File: src/rtl/wlc_pkg.sv
`timescale 1ns / 1ps
package wlc_pkg;

  localparam int MAX_WINDOWS  = 64;
  localparam int SLOT_W       = $clog2(MAX_WINDOWS);
  localparam int TITLE_HEIGHT = 24;
  localparam int BORDER_WIDTH = 2;

  localparam logic [31:0] COL_WEAVE_A = 32'hFF1E1E2E;
  localparam logic [31:0] COL_WEAVE_B = 32'hFF181825;
  localparam logic [31:0] COL_TITLE_F = 32'hFF313244;
  localparam logic [31:0] COL_TITLE_U = 32'hFF181825;
  localparam logic [31:0] COL_BORDER  = 32'hFF45475A;
  localparam logic [31:0] COL_CUR_IN  = 32'hFFFFFFFF;
  localparam logic [31:0] COL_CUR_OUT = 32'hFF000000;

  localparam logic [11:0] DEF_W    = 12'd400;
  localparam logic [11:0] DEF_H    = 12'd300;
  localparam logic [15:0] DEF_BASE = 16'd100;
  localparam logic [15:0] DEF_STEP = 16'd30;

  localparam int CUR_W = 12;
  localparam int CUR_H = 18;

  typedef enum logic [1:0] {
    CMD_QUERY   = 2'd0,
    CMD_CREATE  = 2'd1,
    CMD_DESTROY = 2'd2,
    CMD_MOVE    = 2'd3
  } cmd_t;

  typedef enum logic [2:0] {
    KIND_BG     = 3'd0,
    KIND_TITLE  = 3'd1,
    KIND_BORDER = 3'd2,
    KIND_CLIENT = 3'd3,
    KIND_CURSOR = 3'd4,
    KIND_ACK    = 3'd5
  } kind_t;

  typedef enum logic [1:0] {
    CFG_SCREEN_W = 2'd0,
    CFG_SCREEN_H = 2'd1,
    CFG_CURSOR_X = 2'd2,
    CFG_CURSOR_Y = 2'd3
  } cfg_reg_t;

  typedef enum logic [1:0] {
    OP_HOLD,
    OP_SHIFT,
    OP_LOAD,
    OP_MOVE
  } cell_op_t;

  typedef struct packed {
    logic [6:0]         id;
    logic signed [15:0] x;
    logic signed [15:0] y;
    logic [11:0]        w;
    logic [11:0]        h;
  } win_rec_t;

  typedef struct packed {
    kind_t              kind;
    logic [31:0]        color;
    logic [SLOT_W-1:0]  slot;
    logic [11:0]        cx;
    logic [11:0]        cy;
    logic [11:0]        w;
  } run_t;

  function automatic logic [15:0] arrow_edge(input logic [4:0] r);
    logic [15:0] v;
    unique case (r)
      5'd0:  v = 16'h8000;
      5'd1:  v = 16'hC000;
      5'd2:  v = 16'hE000;
      5'd3:  v = 16'hF000;
      5'd4:  v = 16'hF800;
      5'd5:  v = 16'hFC00;
      5'd6:  v = 16'hFE00;
      5'd7:  v = 16'hFF00;
      5'd8:  v = 16'hFF80;
      5'd9:  v = 16'hFFC0;
      5'd10: v = 16'hFFE0;
      5'd11: v = 16'hFE00;
      5'd12: v = 16'hEE00;
      5'd13: v = 16'hCE00;
      5'd14: v = 16'h8700;
      5'd15: v = 16'h0700;
      5'd16: v = 16'h0380;
      5'd17: v = 16'h0380;
      default: v = 16'h0000;
    endcase
    return v;
  endfunction

  function automatic logic [15:0] arrow_fill(input logic [4:0] r);
    logic [15:0] v;
    unique case (r)
      5'd1:  v = 16'h4000;
      5'd2:  v = 16'h6000;
      5'd3:  v = 16'h7000;
      5'd4:  v = 16'h7800;
      5'd5:  v = 16'h7C00;
      5'd6:  v = 16'h7E00;
      5'd7:  v = 16'h7F00;
      5'd8:  v = 16'h7F80;
      5'd9:  v = 16'h7FC0;
      5'd10: v = 16'h7800;
      5'd11: v = 16'h4C00;
      5'd12: v = 16'h4C00;
      5'd13: v = 16'h0600;
      5'd14: v = 16'h0600;
      5'd15: v = 16'h0300;
      5'd16: v = 16'h0300;
      default: v = 16'h0000;
    endcase
    return v;
  endfunction

endpackage

File: src/rtl/wlc_cell.sv
`timescale 1ns / 1ps
module wlc_cell (
  input  logic               clk,
  input  wlc_pkg::cell_op_t  op,
  input  wlc_pkg::win_rec_t  shift_in,
  input  wlc_pkg::win_rec_t  load_rec,
  output wlc_pkg::win_rec_t  rec
);
  import wlc_pkg::*;

  always_ff @(posedge clk) begin
    unique case (op)
      OP_SHIFT: rec <= shift_in;
      OP_LOAD:  rec <= load_rec;
      OP_MOVE: begin
        rec.x <= load_rec.x;
        rec.y <= load_rec.y;
      end
      default: ;
    endcase
  end

endmodule

File: config.mk
export PLATFORM = sky130hd
export DESIGN_NAME = wlc_cell
export DESIGN_NICKNAME = d
export VERILOG_FILES = /design/src/rtl/wlc_pkg.sv /design/src/rtl/wlc_cell.sv
export SDC_FILE = /design/constraint.sdc
export NUM_CORES = 1
export LEC_CHECK = 0
export ABC_AREA = 1
export BUFFER_PORTS_ARGS = -buffer_cell sky130_fd_sc_hd__clkbuf_2
export CORE_ASPECT_RATIO = 0.8
export CORE_MARGIN = 3
export CORE_UTILIZATION = 42
export DETAILED_ROUTE_END_ITERATION = 12
export PLACE_DENSITY_LB_ADDON = 0.2
export SLEW_MARGIN = 15
export SYNTH_ARGS = -nofsm -noshare
export SYNTH_HDL_FRONTEND = slang
export SYNTH_SLANG_ARGS = --single-unit
export TNS_END_PERCENT = 30
File: constraint.sdc
create_clock -name clk -period 1.6 [get_ports clk]
set_input_delay 0 -clock clk [delete_from_list [all_inputs] [get_ports clk]]
set_output_delay 0 -clock clk [all_outputs]
set_load 0.02 [all_outputs]
==> metrics, run 1 <==
synthesized netlist net count=407; flops & latches, synth=63; top cell type's share of synthesized area=66.9%; final weighted congestion in routability-driven placement=0.756; H-tree depth=3; Placed Instance Area=3870 um^2; count of boundary I/O pins=192; placement row count=26; last stage reached=4_1_cts; Sinks on Clock Net=63; cell count after synthesis=275; sequential-to-total area share from yosys stat=66.9%; Err=[ERROR RSZ-0060] Max buffer count reached.; number of I/O port buffers=191; number of library cell types mapped by synthesis=11; Synth Area per Inst=10.3 um^2; count of warnings emitted by yosys=0; total CTS buffers=9; cell types occupying the most area after synthesis=edfxtp_1 (67%), nand2_1 (13%), o21ai_0 (5.7%), o21ai_1 (5.5%), inv_1 (4.5%); post-CTS sizing=0; CTS Hold Bufs=112; starting utilization of the core area=43.9%; Max Root-Sink Buffers=2; Placed Instances=540; setup bufs post-CTS=0; cell chosen for the clock root=clkbuf_8; summed instance area of the synthesized netlist=2830 um^2; horizontal extent of the die=97.7 um; die height=79.4 um; status=stopped before the end; post-detail-place hpwl=5.38 mm; cell type with the highest aggregate area in the netlist=edfxtp_1
## synth_stat cells
library cell	number
o21ai_0	32
nor2_2	1
clkbuf_2	1
buf_4	7
ha_1	3
o21ai_1	31
clkbuf_1	5
buf_2	3
edfxtp_1	63
nand2_1	95
inv_1	34
## kinds of logic after synthesis
family / after synthesis / synth area share, %
buf+inv: 50 / 7.75
simple gates: 96 / 12.8
fa+ha+maj: 3 / 1.33
flops: 63 / 66.9
compound gates: 63 / 11.2
## through the flow
stage                     setup TNS, ps  hold slack [ps]  worst slack [ps]
after detailed placement           -254              277             -67.3
after global placement             -302              271             -77.3
after floorplan                       0              186               307
==> run 2: changes to the inputs <==
--- a/config.mk
+++ b/config.mk
@@ -7,11 +7,10 @@
 export LEC_CHECK = 0
 export ABC_AREA = 1
 export BUFFER_PORTS_ARGS = -buffer_cell sky130_fd_sc_hd__clkbuf_2
-export CORE_ASPECT_RATIO = 0.8
 export CORE_MARGIN = 3
-export CORE_UTILIZATION = 42
+export CORE_UTILIZATION = 40
 export DETAILED_ROUTE_END_ITERATION = 12
-export PLACE_DENSITY_LB_ADDON = 0.2
+export PLACE_DENSITY_LB_ADDON = 0.15
 export SLEW_MARGIN = 15
 export SYNTH_ARGS = -nofsm -noshare
 export SYNTH_HDL_FRONTEND = slang
==> run 2 against run 1 <==
Effect of this change: the run now ends clean; synthesized cell count is the same; synthesized area is the same.
==> metrics, run 2 <==
cell with the largest stage delay on the worst path=dlygate4sd3_1; Post-Route Utilization=74.8%; crit path buf inv count=4; CTS clock-pin slew for the worst setup and hold paths=70 ps; setup repair after global routing missed its margin=no; number of fill cells in the layout=511; HP Class=primary input to register; placement row count=30 (was 26); cell with the most instances after synthesis=nand2_1 (unchanged); Sinks on Clock Net=63 (unchanged); Max Root-Sink Buffers=2 (unchanged); endpoint of the worst hold path=rec[2]; Area growth syn-to-layout=80.7%; leading cell type in the layout, fill and taps excluded=clkbuf_2; number of library cell types mapped by synthesis=11 (unchanged); GR Util All Layers=21.8%; post-detail-place hpwl=5.38 mm (about the same); Final Critical Period=1340 ps; Die Outline Area=8110 um^2; max-slew violation count=0; Setup TNS=0 ps; highest attainable clock frequency=0.744 GHz; Final Cycle Share=84.1%; HP Start=shift_in[2]; Antenna Cells=0; cell types occupying the most area after synthesis=edfxtp_1 (67%), nand2_1 (13%), o21ai_0 (5.7%), o21ai_1 (5.5%), inv_1 (4.5%) (unchanged); Setup Viol. Count Final=0; number of detailed-routing iterations run before antenna repair=5; via density per instance=4.52; final weighted congestion in routability-driven placement=0.760 (was 0.756); Worst Hold Path Cells=3; pin count of the biggest net entering global routing=67; cell type with the highest aggregate area in the netlist=edfxtp_1 (unchanged); count of warnings emitted by yosys=0 (unchanged); starting utilization of the core area=41.4% (was 43.9%); final-stage net count=706; startpoint-to-endpoint class of the critical path=primary input to register; proportion of register bits with asynchronous set or reset after synthesis=0% (unchanged); Synth top cells by count=nand2_1 (95), edfxtp_1 (63), inv_1 (34), o21ai_0 (32), o21ai_1 (31) (unchanged); startpoint type of the worst setup path=primary input; vias after detailed routing=3052; Pwr Density=881 nW/um^2; peak ir drop on the vdd network=512 uV; die height=90.1 um (was 79.4 um); main flop type after synthesis=edfxtp_1 (unchanged); core region area=6830 um^2; standby leakage power=2.53 nW; Placed Instances=553 (was 540); Synth Area per Inst=10.3 um^2 (unchanged); power after layout=0.00450 W; vias in the first global route=3124; slew at the pin closest to its max-slew limit=356 ps; kind of cell adding the most delay to the critical path=buffers and inverters; synthesized netlist net count=407 (unchanged); worst slew margin relative to its limit=76.3%; top cell type's share of synthesized area=66.9% (unchanged); flops & latches, synth=63 (unchanged); Worst Setup Slack post-DPL=460 ps (was -67.3 ps); register with the highest flop count=rec; cell chosen for the clock root=clkbuf_8 (unchanged); sequential-to-total area share from yosys stat=66.9% (unchanged); Final Worst Setup Slack=255 ps; initial detailed-routing violation count=117; filler-free cell count of the finished design=675; data required time of the critical path=1660 ps; wire length of the first global-routing pass=14.2 mm; remaining antenna violation count=0; max-cap check violation count=0; cell count after synthesis=275 (unchanged); horizontal extent of the die=90.1 um (was 97.7 um); post-detailed-route wirelength per cell=13.4 um; worst stage delay on the critical path=560 ps; summed instance area of the synthesized netlist=2830 um^2 (unchanged); cell-by-cell trace of the critical path=clkbuf_2, inv_1, ha_2, nor2_2, buf_4, nand2_1, nand2_1, dlygate4sd3_1; maximum net fanout on the critical path=32; max FFs per register=63; number of I/O port buffers=191 (unchanged); endpoint kind of the worst setup timing path=register; number of enable-type register cells in the synthesized netlist=63 (unchanged); status=finished clean (was stopped before the end); DRT Wirelength=9.02 mm; total CTS buffers=9 (unchanged); H-tree depth=3 (unchanged); commonest non-fill, non-tap cells in the layout=clkbuf_2 (191), dlygate4sd3_1 (106), nand2_1 (95), edfxtp_1 (63), inv_1 (34); number of antenna violations at the first check in global routing=0; Worst Path Arrival=1410 ps; Post-route DRC=0; total grt overflow=0; count of boundary I/O pins=192 (unchanged); clock tree from TritonCTS=yes; cell repeated most along the worst path=nand2_1; Hold Violations, Final=0; top flop regs=rec (63); fraction of final layout cells with drive strength greater than 1=36.6%
[run 2: worst min-delay path: stages]
cell and delay, ps:
clkbuf_2 80, inv_1 30, o21ai_0 120
[run 2: metal layers]
| layer | GRT usage, % | vias to the layer above | share of wire (%) |
|---|---|---|---|
| met5 | 0 | - | 0 |
| met4 | 6.89 | 0 | 0.84 |
| met3 | 5.44 | 10 | 7.6 |
| met2 | 43.7 | 133 | 57 |
| met1 | 21.4 | 1404 | 35 |
| li1 | - | 1505 | - |
[run 2: worst max path at each step]
stage | from | endpoint | slack, ps | depth (start not counted)
6_report | op[0] | rec[53] | 260 | 8
5_1_grt | op[0] | rec[27] | 150 | 8
4_1_cts | op[0] | rec[54] | 290 | 8
3_5_place_dp | op[0] | rec[62] | 460 | 5
3_3_place_gp | op[0] | rec[20] | 510 | 5
2_1_floorplan | op[0] | rec[0] | 310 | 2
[run 2: layout make-up]
cell class | instances | area [um^2] | area share (%)
clock buffers | 11 | 131 | 2.57
repair buffers | 304 | 2090 | 41.0
flip-flops and latches | 63 | 1890 | 37.0
multi-input cells | 162 | 718 | 14.1
clock inverters | 5 | 25.0 | 0.490
inverters | 34 | 128 | 2.50
well taps | 96 | 120 | 2.35
[run 2: repair_timing]
item | 4_1_cts | 5_1_grt
buffers inserted | 0 | 0
hold endpoints to repair | 62 | 0
gates resized for setup | 0 | 0
hold buffers | 106 | 0
[run 2: cell families after synthesis]
| family | Yosys count | share of synthesized area (%) |
|---|---|---|
| AO/OA/AOI/OAI | 63 | 11.2 |
| adder cells (fa/ha/maj) | 3 | 1.33 |
| flip-flops | 63 | 66.9 |
| AND/OR/NAND/NOR | 96 | 12.8 |
| buffers and inverters | 50 | 7.75 |
[run 2: metrics by stage]
stage	area, um^2	hold slack [ps]
5_1_grt	5110	6.35
4_1_cts	5110	0.557
6_report	5110	16.2
3_3_place_gp	3890	270
3_5_place_dp	3890	276
2_1_floorplan	2830	186
[run 2: where the power goes]
part           total, W  internal, W  switching [W]  leakage (nW)
combinational   0.00123     0.000563       0.000665          1.82
sequential      0.00214      0.00208      0.0000569         0.632
clock           0.00114     0.000547       0.000588        0.0782
(Power assumes the default switching activity.)
