$ cat config.mk
export PLATFORM = sky130hd
export DESIGN_NAME = wlc_eval
export DESIGN_NICKNAME = d
export VERILOG_FILES = /design/src/rtl/wlc_pkg.sv /design/src/rtl/wlc_eval.sv
export SDC_FILE = /design/constraint.sdc
export NUM_CORES = 1
export LEC_CHECK = 0
export BUFFER_PORTS_ARGS = -buffer_cell sky130_fd_sc_hd__buf_2
export CORE_UTILIZATION = 43
export DETAILED_ROUTE_END_ITERATION = 7
export PLACE_DENSITY = 0.81
export SLEW_MARGIN = 10
export SYNTH_ARGS = -nofsm -noshare
export SYNTH_HDL_FRONTEND = slang
export SYNTH_SLANG_ARGS = --single-unit
$ cat constraint.sdc
create_clock -name vclk -period 4.4
set_input_delay 0 -clock vclk [all_inputs]
set_output_delay 0 -clock vclk [all_outputs]
set_load 0.02 [all_outputs]
$ cat src/rtl/wlc_pkg.sv
`timescale 1ns / 1ps
package wlc_pkg;

  localparam int MAX_WINDOWS  = 64;
  localparam int SLOT_W       = $clog2(MAX_WINDOWS);
  localparam int TITLE_HEIGHT = 24;
  localparam int BORDER_WIDTH = 2;

  localparam logic [31:0] COL_WEAVE_A = 32'hFF1E1E2E;
  localparam logic [31:0] COL_WEAVE_B = 32'hFF181825;
  localparam logic [31:0] COL_TITLE_F = 32'hFF313244;
  localparam logic [31:0] COL_TITLE_U = 32'hFF181825;
  localparam logic [31:0] COL_BORDER  = 32'hFF45475A;
  localparam logic [31:0] COL_CUR_IN  = 32'hFFFFFFFF;
  localparam logic [31:0] COL_CUR_OUT = 32'hFF000000;

  localparam logic [11:0] DEF_W    = 12'd400;
  localparam logic [11:0] DEF_H    = 12'd300;
  localparam logic [15:0] DEF_BASE = 16'd100;
  localparam logic [15:0] DEF_STEP = 16'd30;

  localparam int CUR_W = 12;
  localparam int CUR_H = 18;

  typedef enum logic [1:0] {
    CMD_QUERY   = 2'd0,
    CMD_CREATE  = 2'd1,
    CMD_DESTROY = 2'd2,
    CMD_MOVE    = 2'd3
  } cmd_t;

  typedef enum logic [2:0] {
    KIND_BG     = 3'd0,
    KIND_TITLE  = 3'd1,
    KIND_BORDER = 3'd2,
    KIND_CLIENT = 3'd3,
    KIND_CURSOR = 3'd4,
    KIND_ACK    = 3'd5
  } kind_t;

  typedef enum logic [1:0] {
    CFG_SCREEN_W = 2'd0,
    CFG_SCREEN_H = 2'd1,
    CFG_CURSOR_X = 2'd2,
    CFG_CURSOR_Y = 2'd3
  } cfg_reg_t;

  typedef enum logic [1:0] {
    OP_HOLD,
    OP_SHIFT,
    OP_LOAD,
    OP_MOVE
  } cell_op_t;

  typedef struct packed {
    logic [6:0]         id;
    logic signed [15:0] x;
    logic signed [15:0] y;
    logic [11:0]        w;
    logic [11:0]        h;
  } win_rec_t;

  typedef struct packed {
    kind_t              kind;
    logic [31:0]        color;
    logic [SLOT_W-1:0]  slot;
    logic [11:0]        cx;
    logic [11:0]        cy;
    logic [11:0]        w;
  } run_t;

  function automatic logic [15:0] arrow_edge(input logic [4:0] r);
    logic [15:0] v;
    unique case (r)
      5'd0:  v = 16'h8000;
      5'd1:  v = 16'hC000;
      5'd2:  v = 16'hE000;
      5'd3:  v = 16'hF000;
      5'd4:  v = 16'hF800;
      5'd5:  v = 16'hFC00;
      5'd6:  v = 16'hFE00;
      5'd7:  v = 16'hFF00;
      5'd8:  v = 16'hFF80;
      5'd9:  v = 16'hFFC0;
      5'd10: v = 16'hFFE0;
      5'd11: v = 16'hFE00;
      5'd12: v = 16'hEE00;
      5'd13: v = 16'hCE00;
      5'd14: v = 16'h8700;
      5'd15: v = 16'h0700;
      5'd16: v = 16'h0380;
      5'd17: v = 16'h0380;
      default: v = 16'h0000;
    endcase
    return v;
  endfunction

  function automatic logic [15:0] arrow_fill(input logic [4:0] r);
    logic [15:0] v;
    unique case (r)
      5'd1:  v = 16'h4000;
      5'd2:  v = 16'h6000;
      5'd3:  v = 16'h7000;
      5'd4:  v = 16'h7800;
      5'd5:  v = 16'h7C00;
      5'd6:  v = 16'h7E00;
      5'd7:  v = 16'h7F00;
      5'd8:  v = 16'h7F80;
      5'd9:  v = 16'h7FC0;
      5'd10: v = 16'h7800;
      5'd11: v = 16'h4C00;
      5'd12: v = 16'h4C00;
      5'd13: v = 16'h0600;
      5'd14: v = 16'h0600;
      5'd15: v = 16'h0300;
      5'd16: v = 16'h0300;
      default: v = 16'h0000;
    endcase
    return v;
  endfunction

endpackage

$ cat src/rtl/wlc_eval.sv
`timescale 1ns / 1ps
module wlc_eval (
  input  wlc_pkg::win_rec_t          head,
  input  logic [11:0]                px,
  input  logic [11:0]                py,
  input  logic [6:0]                 focused,
  input  logic [wlc_pkg::SLOT_W-1:0] slot,
  input  logic                       active,
  input  wlc_pkg::run_t              run_in,
  output wlc_pkg::run_t              run_out
);
  import wlc_pkg::*;

  logic signed [17:0] pxs, pys, cx, cy, dx, dy, ws, hs;
  logic in_frame, in_client;

  always_comb begin
    pxs = $signed({6'd0, px});
    pys = $signed({6'd0, py});
    ws  = $signed({6'd0, head.w});
    hs  = $signed({6'd0, head.h});
    cx  = pxs - 18'(head.x);
    cy  = pys - 18'(head.y);
    dx  = cx + 18'sd2 * 18'(BORDER_WIDTH) - 18'(BORDER_WIDTH);
    dy  = cy + 18'(TITLE_HEIGHT);
    in_frame = (dx >= 0) && (dy >= 0) && (dx < ws + 18'(2 * BORDER_WIDTH))
               && (dy < hs + 18'(TITLE_HEIGHT + BORDER_WIDTH));
    in_client = (cx >= 0) && (cx < ws) && (cy >= 0) && (cy < hs);
    run_out = run_in;
    if (active && in_frame) begin
      run_out.slot = '0;
      run_out.cx   = '0;
      run_out.cy   = '0;
      run_out.w    = '0;
      if (dy < 18'(TITLE_HEIGHT)) begin
        run_out.kind  = KIND_TITLE;
        run_out.color = (head.id == focused) ? COL_TITLE_F : COL_TITLE_U;
      end else if (in_client) begin
        run_out.kind  = KIND_CLIENT;
        run_out.color = '0;
        run_out.slot  = slot;
        run_out.cx    = cx[11:0];
        run_out.cy    = cy[11:0];
        run_out.w     = head.w;
      end else begin
        run_out.kind  = KIND_BORDER;
        run_out.color = COL_BORDER;
      end
    end
  end

endmodule

### After elaboration in Yosys (flattened, before gate mapping)

Cells that the tools add are included.

| storage, ports and cells | value |
|---|---|
| bits of input ports | 178 |
| register bits after elaboration | 0 |
| logic and storage cells | 30 |

| operators by class | value |
|---|---|
| equal/unequal tests | 1 |
| $lt $le $gt $ge | 9 |
| reductions and logical operators | 7 |
| multiplexer cells | 6 |
| add/sub/neg operators | 7 |

Operators with widths:

| cell | count |
|---|---|
| 42-bit two-way mux | 2 |
| 77-bit two-way mux | 1 |
| 18-bit by 1-bit greater-or-equal comparator with 1-bit output, second input constant | 2 |
| 18-bit by 14-bit < comparator with 1-bit output | 2 |
| 35-bit two-way mux | 1 |
| 17-bit by 1-bit greater-or-equal comparator with 1-bit output, second input constant | 2 |
| 17-bit by 13-bit < comparator with 1-bit output | 2 |
| 13-bit by 16-bit subtractor with 17-bit output | 2 |
| 33-bit two-way mux | 1 |
| 22-bit two-way mux | 1 |
| 17-bit by 4-bit adder with 18-bit output, second input constant | 1 |
| 17-bit by 6-bit adder with 18-bit output, second input constant | 1 |
| 18-bit by 6-bit < comparator with 1-bit output, second input constant | 1 |
| 18-bit by 3-bit subtractor with 18-bit output, second input constant | 1 |
| 12-bit by 3-bit adder with 13-bit output, second input constant | 1 |
| 12-bit by 5-bit adder with 13-bit output, second input constant | 1 |
| 7-bit == test | 1 |
| 1-bit logical AND | 7 |

### Longest topological paths before layout

| logic depth | value |
|---|---|
| depth in word-level cells | 9 |
| gate-level depth with buffers | 25 |

### Least setup slack after synthesis

No wires, ideal clock.

| timing | value |
|---|---|
| path kind | input -> output |
| from | input port py[0] |
| to | output port run_out[66] (netlist name) |
| slack | -0.181 ns |
| data arrival time | 4.581 ns |
| data required time | 4.400 ns |
| buffers on the path | 3 |
| stages | 25 |
| cell sequence | inv_1 ha_1 inv_1 fa_1 a21o_1 a21oi_1 xnor2_1 inv_1 ha_1 nor4_1 nand4_1 nor2_1 xnor2_1 ha_1 nor3_1 o211ai_1 o221ai_1 o2111ai_1 a211oi_1 nand2_1 or3b_1 buf_2 buf_6 buf_2 a21oi_1 |

RTL lines:

| what | RTL line | source |
|---|---|---|
| start: declaration | wlc_eval.sv:5 | `input logic [11:0] py,` |
| end: declaration | wlc_eval.sv:10 | `output wlc_pkg::run_t run_out` |

==> metrics.csv <==
stage,metric,value,unit
status,run status,finished with violations,
status,failing checks,negative setup slack,
global_route,initial antenna violation count,0,
final_layout,share of cells above drive strength 1,0.420,
place,placed inst area,0.00653,sq mm
place,IO Port Bufs,255,
critical_path,worst-path maximum fanout,6,
global_route,overall global routing resource usage,0.298,
critical_path,Crit Path Category,in2out,
logic_synthesis,Synth Net Count,893,
critical_path,Setup crit start,py[0],
critical_path,CP arrival,4.58,ns
critical_path,CP startpoint kind,primary input,
final_layout,clock buffers,0,
final_layout,Area Overhead vs Synth,56.5,%
power_and_ir_drop,peak supply drop,0.0000713,V
routing,"antenna viol nets, final",0,
timing,endpoints failing setup,76,
critical_path,Critical Path RT,4.40,ns
timing,FMAX,0.219,GHz
logic_synthesis,count of cell types in the netlist,73,
cts,Post-CTS Hold Fix Bufs,0,
floorplanning,Core ar.,0.0103,sq mm
worst_hold_path,hold path start,slot[1],
routing,Via density,5.60,
timing,actual slew at the worst max-slew pin,0.599,ns
floorplanning,initial core utilization,0.443,
global_route,GRT overflow,0,
worst_hold_path,Hold Path Class,in2out,
final_layout,Final nets,1209,
timing,setup ws final,-0.176,ns
global_route,largest net degree at the start of global routing,37,
logic_synthesis,Syn Area/Cell,7.16,sq um
run,Max Cap Viol,0,
logic_synthesis,Mapped Area,0.00457,sq mm
timing,final hold violation count,0,
routing,DR WL/cell,16.4,um
logic_synthesis,post-synthesis sequential area ratio,0,
critical_path,Critical Path End Type,output port,
routing,starting DRC count in detailed routing,431,
global_route,first-pass GRT wire length,27100,um
timing,Rel. slew slack,0.597,
timing,worst hold slack,0.315,ns
timing,min cycle time layout,4.58,ns
final_layout,Diodes inserted,0,
timing,RSZ-0062 raised after global routing,true,
floorplanning,# IOs,255,
final_layout,Finished Cell Area,0.00716,sq mm
place,Post-DP HPWL,14100,um
global_route,vias in the first global route,5700,
final_layout,Sequential Area,0,sq um
routing,Post-route DRC,0,
power_and_ir_drop,Lkg Pwr,3.72,nW
final_layout,Seq cells,0,
place,GPL Wtd Cong,0.921,
timing,final-report max-slew violation count,0,
power_and_ir_drop,PwrDens,163,mW/mm^2
timing,Final period util,1.04,
critical_path,Critical Path Sink,run_out[40],
floorplanning,Cell Rows,37,
logic_synthesis,Syn. warnings,0,
floorplanning,die width,105,um
floorplanning,DIE AREA,0.0111,sq mm
logic_synthesis,Mapped Cells,639,
routing,vias,6102,
routing,drt total wl,17900,um
floorplanning,Die H,105,um
routing,1st-pass router iterations,5,
## kinds of logic after synthesis
group	count (synthesis)	share of synthesized area
xor+xnor	59	0.115
simple gates	179	0.207
mux	25	0.0591
compound gates	187	0.309
buf+inv	113	0.0999
fa+ha+maj	76	0.211
## what timing repair did
| item | CTS | global route |
|---|---|---|
| endpoints found under the hold margin | 0 | 0 |
| setup endpoints to repair | 77 | 77 |
| cloned | 4 | 3 |
| buffers inserted | 7 | 0 |
| gates resized for setup | 39 | 70 |
| pin swaps | 25 | 18 |
## cell usage in the layout (no fill, tap or decap), types with 13 or more instances in the layout
| master | synthesis | layout |
|---|---|---|
| buf_4 | 1 | 78 |
| ha_1 | 74 | 69 |
| a22o_1 | 42 | 42 |
| nand3_1 | 28 | 26 |
| buf_2 | 5 | 219 |
| xor2_1 | 13 | 13 |
| a21o_1 | 15 | 15 |
| a21oi_1 | 44 | 30 |
| nor2_1 | 33 | 33 |
| o21ai_0 | 16 | 15 |
| mux2_1 | 15 | 15 |
| inv_1 | 87 | 85 |
| nor3_1 | 19 | 17 |
| nand2_1 | 32 | 32 |
| a21oi_2 | 0 | 13 |
| buf_6 | 3 | 32 |
| xnor2_1 | 45 | 42 |
## metal layers
metal	GRT usage	vias up	wire length, um
met1	0.373	2791	7400
met3	0.0374	54	1230
met4	0.128	0	896
li1	-	2978	-
met2	0.511	279	8340
met5	0	-	0
## synthesized netlist by cell type, drive strengths merged, types with 7 or more instances
cell type | number | share of area
inv | 87 | 0.071
ha | 74 | 0.20
xnor2 | 46 | 0.090
a21oi | 44 | 0.048
a22o | 42 | 0.080
nor2 | 33 | 0.027
nand2 | 32 | 0.026
nand3 | 28 | 0.031
nor3 | 19 | 0.021
clkbuf | 16 | 0.013
mux2 | 16 | 0.039
o21ai | 16 | 0.018
a21o | 15 | 0.025
and2 | 13 | 0.018
xor2 | 13 | 0.025
a211oi | 10 | 0.019
buf | 9 | 0.014
mux2i | 9 | 0.020
and3 | 8 | 0.011
nand4 | 8 | 0.011
o21a | 7 | 0.011
## report_power, final
group | switching, W | internal (W) | leakage [nW] | total (W)
Clock | 0 | 0 | 0 | 0
Sequential | 0 | 0 | 0 | 0
Combinational | 0.000611 | 0.000554 | 3.72 | 0.00116
Total | 0.000611 | 0.000554 | 3.72 | 0.00116
## through the flow
stage | worst slack (ns) | TNS, ns | power [W] | utilization | instances
final | -0.176 | -7.81 | 0.00116 | 0.693 | 1089
after global routing | -0.382 | -24.20 | 0.00128 | 0.693 | 1089
after CTS | -0.00921 | -0.0990 | 0.00110 | 0.663 | 1086
after detailed placement | -0.394 | -22.49 | 0.00105 | 0.633 | 1075
after global placement | -0.219 | -10.56 | 0.00103 | 0.633 | 1075
after floorplan | -0.00897 | -0.123 | 0.000650 | - | 639
## final cells by class
class | count | area, sq um
Tap cell | 136 | 170
Timing Repair Buffer | 339 | 2280
Inverter | 88 | 333
Fill cell | 806 | 3170
Multi-Input combinational cell | 526 | 4380
## worst max-delay path: stages
cell and delay, ns:
buf_6 0.09, inv_4 0.04, ha_4 0.13, inv_2 0.03, fa_2 0.33, a21o_1 0.21
a21oi_2 0.21, xnor2_2 0.17, inv_1 0.11, ha_4 0.18, nor4_4 0.36, nand3_2 0.15
xnor2_2 0.18, ha_1 0.31, nand4_1 0.11, o211ai_1 0.11, o221ai_1 0.23, o2111ai_1 0.17
a211oi_2 0.19, nand2_1 0.08, or3b_4 0.48, buf_8 0.18, clkbuf_16 0.16, a22o_1 0.23
buf_6 0.14
## worst min-delay path by stage
stage	to	slack, ns	cells past startpoint
CTS	run_out[37]	0.33	3
global route	run_out[39]	0.33	3
global placement	run_out[40]	0.33	3
detailed placement	run_out[37]	0.33	3
floorplan	run_out[66]	0.13	2
finish	run_out[37]	0.32	3
Power figures use the tool's default switching activity.
